## src/hdl/brb_pkg.sv

```systemverilog
package brb_pkg;

   // Buffer geometry.
   localparam int DEPTH    = 1024;
   localparam int MAX_READ = 64;
   localparam int PTR_W    = $clog2(DEPTH);

   // Field widths of the two channels.
   localparam int MODE_W   = 2;
   localparam int BYTE_W   = 8;
   localparam int FILL_W   = 11;
   localparam int RLEN_W   = 7;
   localparam int STATUS_W = 3;
   localparam int OVF_W    = 32;

   // Result beat queue between the controller and the output port.
   localparam int RQ_DEPTH = 4;
   localparam int RQ_PTR_W = $clog2(RQ_DEPTH);
   localparam int RQ_CNT_W = $clog2(RQ_DEPTH + 1);

   // Request mode codes.
   localparam logic [MODE_W-1:0] MODE_WRITE = 2'd0;
   localparam logic [MODE_W-1:0] MODE_READ  = 2'd1;
   localparam logic [MODE_W-1:0] MODE_CLEAR = 2'd2;

   typedef enum logic [STATUS_W-1:0] {
      ST_WRITE_OK  = 3'd0,
      ST_WRITE_REJ = 3'd1,
      ST_READ_DATA = 3'd2,
      ST_READ_EMPTY = 3'd3,
      ST_CLEARED   = 3'd4
   } status_type;

   // One result beat as it waits in the queue. Free space and the
   // empty and full flags are derived from the fill level at the port.
   typedef struct packed {
      status_type         status;
      logic [BYTE_W-1:0]  read_byte;
      logic               run_last;
      logic [FILL_W-1:0]  fill_level;
      logic [OVF_W-1:0]   overflow_total;
   } beat_type;

   function automatic logic [PTR_W-1:0] ptr_advance(input logic [PTR_W-1:0] ptr);
      logic [PTR_W-1:0] nxt;
      if (ptr == PTR_W'(DEPTH - 1)) begin
         nxt = '0;
      end else begin
         nxt = ptr + 1'b1;
      end
      return nxt;
   endfunction

endpackage

```

## src/hdl/brb_rsp_queue.sv

```systemverilog
module brb_rsp_queue (
   input  logic                        clock,
   input  logic                        reset,
   input  logic                        push,
   input  brb_pkg::beat_type           push_beat,
   input  logic                        pop,
   output logic                        head_valid,
   output brb_pkg::beat_type           head_beat,
   output logic [brb_pkg::RQ_CNT_W-1:0] count
);
   import brb_pkg::*;

   beat_type              slot_ff [RQ_DEPTH];
   logic [RQ_PTR_W-1:0]   wr_ptr_ff, wr_ptr_in;
   logic [RQ_PTR_W-1:0]   rd_ptr_ff, rd_ptr_in;
   logic [RQ_CNT_W-1:0]   count_ff, count_in;
   logic                  do_pop;

   assign head_valid = (count_ff != '0);
   assign head_beat  = slot_ff[rd_ptr_ff];
   assign count      = count_ff;
   assign do_pop     = pop && head_valid;

   always_comb begin
      wr_ptr_in = push   ? wr_ptr_ff + 1'b1 : wr_ptr_ff;
      rd_ptr_in = do_pop ? rd_ptr_ff + 1'b1 : rd_ptr_ff;
      count_in  = count_ff + RQ_CNT_W'(push) - RQ_CNT_W'(do_pop);
   end

   always_ff @(posedge clock) begin
      if (reset) begin
         wr_ptr_ff <= '0;
         rd_ptr_ff <= '0;
         count_ff  <= '0;
      end else begin
         wr_ptr_ff <= wr_ptr_in;
         rd_ptr_ff <= rd_ptr_in;
         count_ff  <= count_in;
      end
      if (push) begin
         slot_ff[wr_ptr_ff] <= push_beat;
      end
   end

endmodule

```

## config.mk

```make
export PLATFORM = sky130hd
export DESIGN_NAME = brb_rsp_queue
export DESIGN_NICKNAME = d
export VERILOG_FILES = /design/src/hdl/brb_pkg.sv /design/src/hdl/brb_rsp_queue.sv
export SDC_FILE = /design/constraint.sdc
export NUM_CORES = 1
export LEC_CHECK = 0
export ABC_AREA = 1
export BUFFER_PORTS_ARGS = -buffer_cell sky130_fd_sc_hd__clkbuf_2
export CAP_MARGIN = 40
export CORE_UTILIZATION = 45
export DETAILED_ROUTE_END_ITERATION = 7
export SLEW_MARGIN = 30
export SYNTH_ARGS = -nofsm -noshare
export SYNTH_HDL_FRONTEND = slang
export SYNTH_SLANG_ARGS = --single-unit
```

## constraint.sdc

```tcl
create_clock -name clock -period 4.9 [get_ports clock]
set_input_delay 0.735 -clock clock [delete_from_list [all_inputs] [get_ports clock]]
set_output_delay 0.735 -clock clock [all_outputs]
set_load 0.01 [all_outputs]
```

==> results_dict.tcl <==
set metrics [dict create \
    maxSlewViolCount 0 \
    grt_pass1_wl_um 27100 \
    cp-start-kind "register" \
    pre_cts_ws_ns 2.41 \
    pwr-share-seq 0.460 \
    cp.depth 4 \
    slowest_stage "buf_6" \
    crit_end "head_beat[53]" \
    fin_skew_ns 0.00757 \
    grt-ovfl-total 0 \
    clockBufferDepth 3 \
    nets 777 \
    finalHoldViolCount 0 \
    drv_cap 0 \
    power.static_leakage_nw 3.63 \
    drc_errors 0 \
    setup_viol 0 \
    cts_setup_buffers 0 \
    synth-edff-count 220 \
    critPathMaxStageDelay_ns 0.58 \
    dr.pass1.iters 5 \
    ff2ff_path_depth 5 \
    hpwlAfterDp_um 9790 \
    postRouteAntennaNets 0 \
    syn_area_um2 8610 \
    yosys_warnings 0 \
    ctsResizeCount 0 \
    switching_power_mw 1.40 \
    relSlewSlack 0.476 \
    outcome "completed" \
    ys_seq_area_frac 0.788 \
    cts_max_level 1 \
    synth_nets 659 \
    worstMarginPinSlew_ns 0.787 \
    start_util 0.460 \
    ctsHoldBuffers 0 \
    postPlaceCellArea_um2 9360 \
    cts_sinks 229 \
    ys_ff_latch 229 \
    antennaDiodeCount 0 \
    clk_pin_slew_ns 0.06 \
    pwr-share-clk 0.334 \
    hold_class "in2reg" \
    period_needed_ns 2.98 \
    p_int_mw 3.57 \
    crit_type "reg2out" \
    worst_setup_path_end_kind "output pin" \
    rsz0062_at_grt "false" \
    worstPathCellList "buf_6, o21ai_0, o22ai_1, clkbuf_2" \
    worst_slack_ns 1.92 \
    r2r_end "slot_ff[2][17]" \
    areaGrowthSynthToFinish_pct 17.4 \
    crit_family "buffers and inverters" \
    power_density_nw_per_um2 492 \
    cp.required_ns 4.16 \
    switching_share 0.283 \
    fin_area_um2 10100 \
    cp_max_fo 110 \
    vias_per_cell 5.38 \
    vias 5173 \
    cts-root-buf "clkbuf_16" \
    synthTopCellsByCount "220 x edfxtp_1, 117 x nor2_1, 65 x o21ai_0" \
    gp_congestion 0.714 \
    yosysMostFrequentCell "edfxtp_1" \
    grt_max_degree 111 \
    synth_top_area_share 0.767 \
    drt_iter0_markers 259 \
    max_freq_ghz 0.335 \
    arrival_ns 2.25 \
    rows 50 \
    io_buffers 117 \
    cts_tree "yes" \
    irDropWorstVdd_mv 0.326 \
    grt_usage 0.180 \
    die_y_um 140 \
    fin_crit_sh 0.609 \
    synth.area.top_cells "edfxtp_1 77%, nor2_1 5.1%, o22ai_1 4.0%" \
    drive_gt1_frac 0.234 \
    wire_per_inst_um 18.4 \
    dieArea_um2 19700 \
    synthArstFlopShare 0 \
    dieWidth_um 140 \
    clock_latency_ns 0.50 \
    timing.setup.tns_ns 0 \
    synth_cell_types 18 \
    design.portCount 118 \
    fillers 1529 \
    yosysTopAreaCell "edfxtp_1" \
    cts_buffers 24 \
    grt_pass1_vias 5160 \
    cp_num_buf_inv 2 \
    ff2ff_setup_slack_ns 2.82 \
    timing.rr.start "wr_ptr_ff[0]" \
    totalWireLength_um 17700 \
    antenna_found_initial 0 \
    core_region_area_um2 18700 \
    synth_flop_cell "edfxtp_1" \
    postSynthAreaPerCell_um2 14.5 \
    comb_power_share 0.206 \
    syn-instance-count 593 \
]
## final cells by class
cell class	count	area (um^2)	share of cell area
Clock buffer	28	637	0.0630
Clock inverter	15	93.8	0.00929
Inverter	18	75.1	0.00743
Multi-Input combinational cell	311	1530	0.151
Sequential cell	229	6790	0.672
Tap cell	234	293	0.0290
Timing Repair Buffer	127	689	0.0682
## worst min-delay path by stage
| stage | from | to | slack (ns) | cells past startpoint |
|---|---|---|---|---|
| floorplan | rd_ptr_ff[0] | register | 0.45 | 2 |
| global placement | rd_ptr_ff[0] | rd_ptr_ff[0] | 0.47 | 2 |
| detailed placement | rd_ptr_ff[0] | rd_ptr_ff[0] | 0.49 | 2 |
| CTS | reset | count[1] | 0.41 | 2 |
| global route | reset | count[1] | 0.42 | 2 |
| finish | reset | count[1] | 0.43 | 2 |
## cell families after synthesis
group,Yosys count,share of synthesized area
adders and majority gates,7,0.0110
DFF,229,0.788
buffers and inverters,53,0.0346
and+or+nand+nor,131,0.0574
AOI/OAI and AO/OA,173,0.109
## worst reg2reg max path, stage by stage, from the launching register on
cell	delay, ns
dfxtp_1	0.32
inv_1	0.12
ha_1	0.16
nand2_1	0.06
inv_2	0.50
buf_4	0.55
## flip-flops by register name, indices dropped and copies added (netlist names), named ones only
| signal | flops |
|---|---|
| rd_ptr_ff | 2 |
| slot_ff | 220 |
| count | 3 |
| wr_ptr_ff | 2 |
## layout by cell type, fill, tap and decap left out
cell         n
dfxtp_1      7
ha_1         6
clkbuf_1     3
buf_12       2
dfxtp_2      1
a21boi_1     1
inv_1        9
inv_4        1
bufinv_16    1
clkinv_1     8
clkinv_2     5
inv_2        7
clkinv_4     2
buf_4        7
o21ai_1     47
edfxtp_1   220
nand2_1     12
nor2_1     117
o21ai_0     65
clkbuf_2   117
dfxtp_4      1
fa_1         1
buf_6        1
a21oi_1      5
o22ai_1     55
nand3_1      2
clkbuf_16   25
## power by group through the flow
stage	clock (mW)	combinational (mW)	sequential, mW
after global placement	0	1.01	2.32
after floorplan	0	0.677	2.32
final	1.66	1.03	2.28
after global routing	1.77	1.13	2.29
after CTS	1.69	1.04	2.28
after detailed placement	0	1.04	2.32
## through the flow
| step | hold WS [ns] | power [mW] | utilization | cells |
|---|---|---|---|---|
| 5_1_grt | 0.424 | 5.19 | 0.540 | 962 |
| 2_1_floorplan | 0.448 | 3.00 | - | 593 |
| 3_3_place_gp | 0.466 | 3.32 | 0.499 | 917 |
| 4_1_cts | 0.413 | 5.02 | 0.539 | 961 |
| 3_5_place_dp | 0.488 | 3.36 | 0.500 | 918 |
| 6_report | 0.430 | 4.97 | 0.540 | 962 |
## layer usage
metal,vias to the layer above,track usage,wire length [um]
met5,-,0,0
met4,0,0.0445,285
met3,24,0.0379,1000
met2,151,0.317,8930
met1,2541,0.227,7450
li1,2457,-,-
Power figures use the tool's default switching activity.
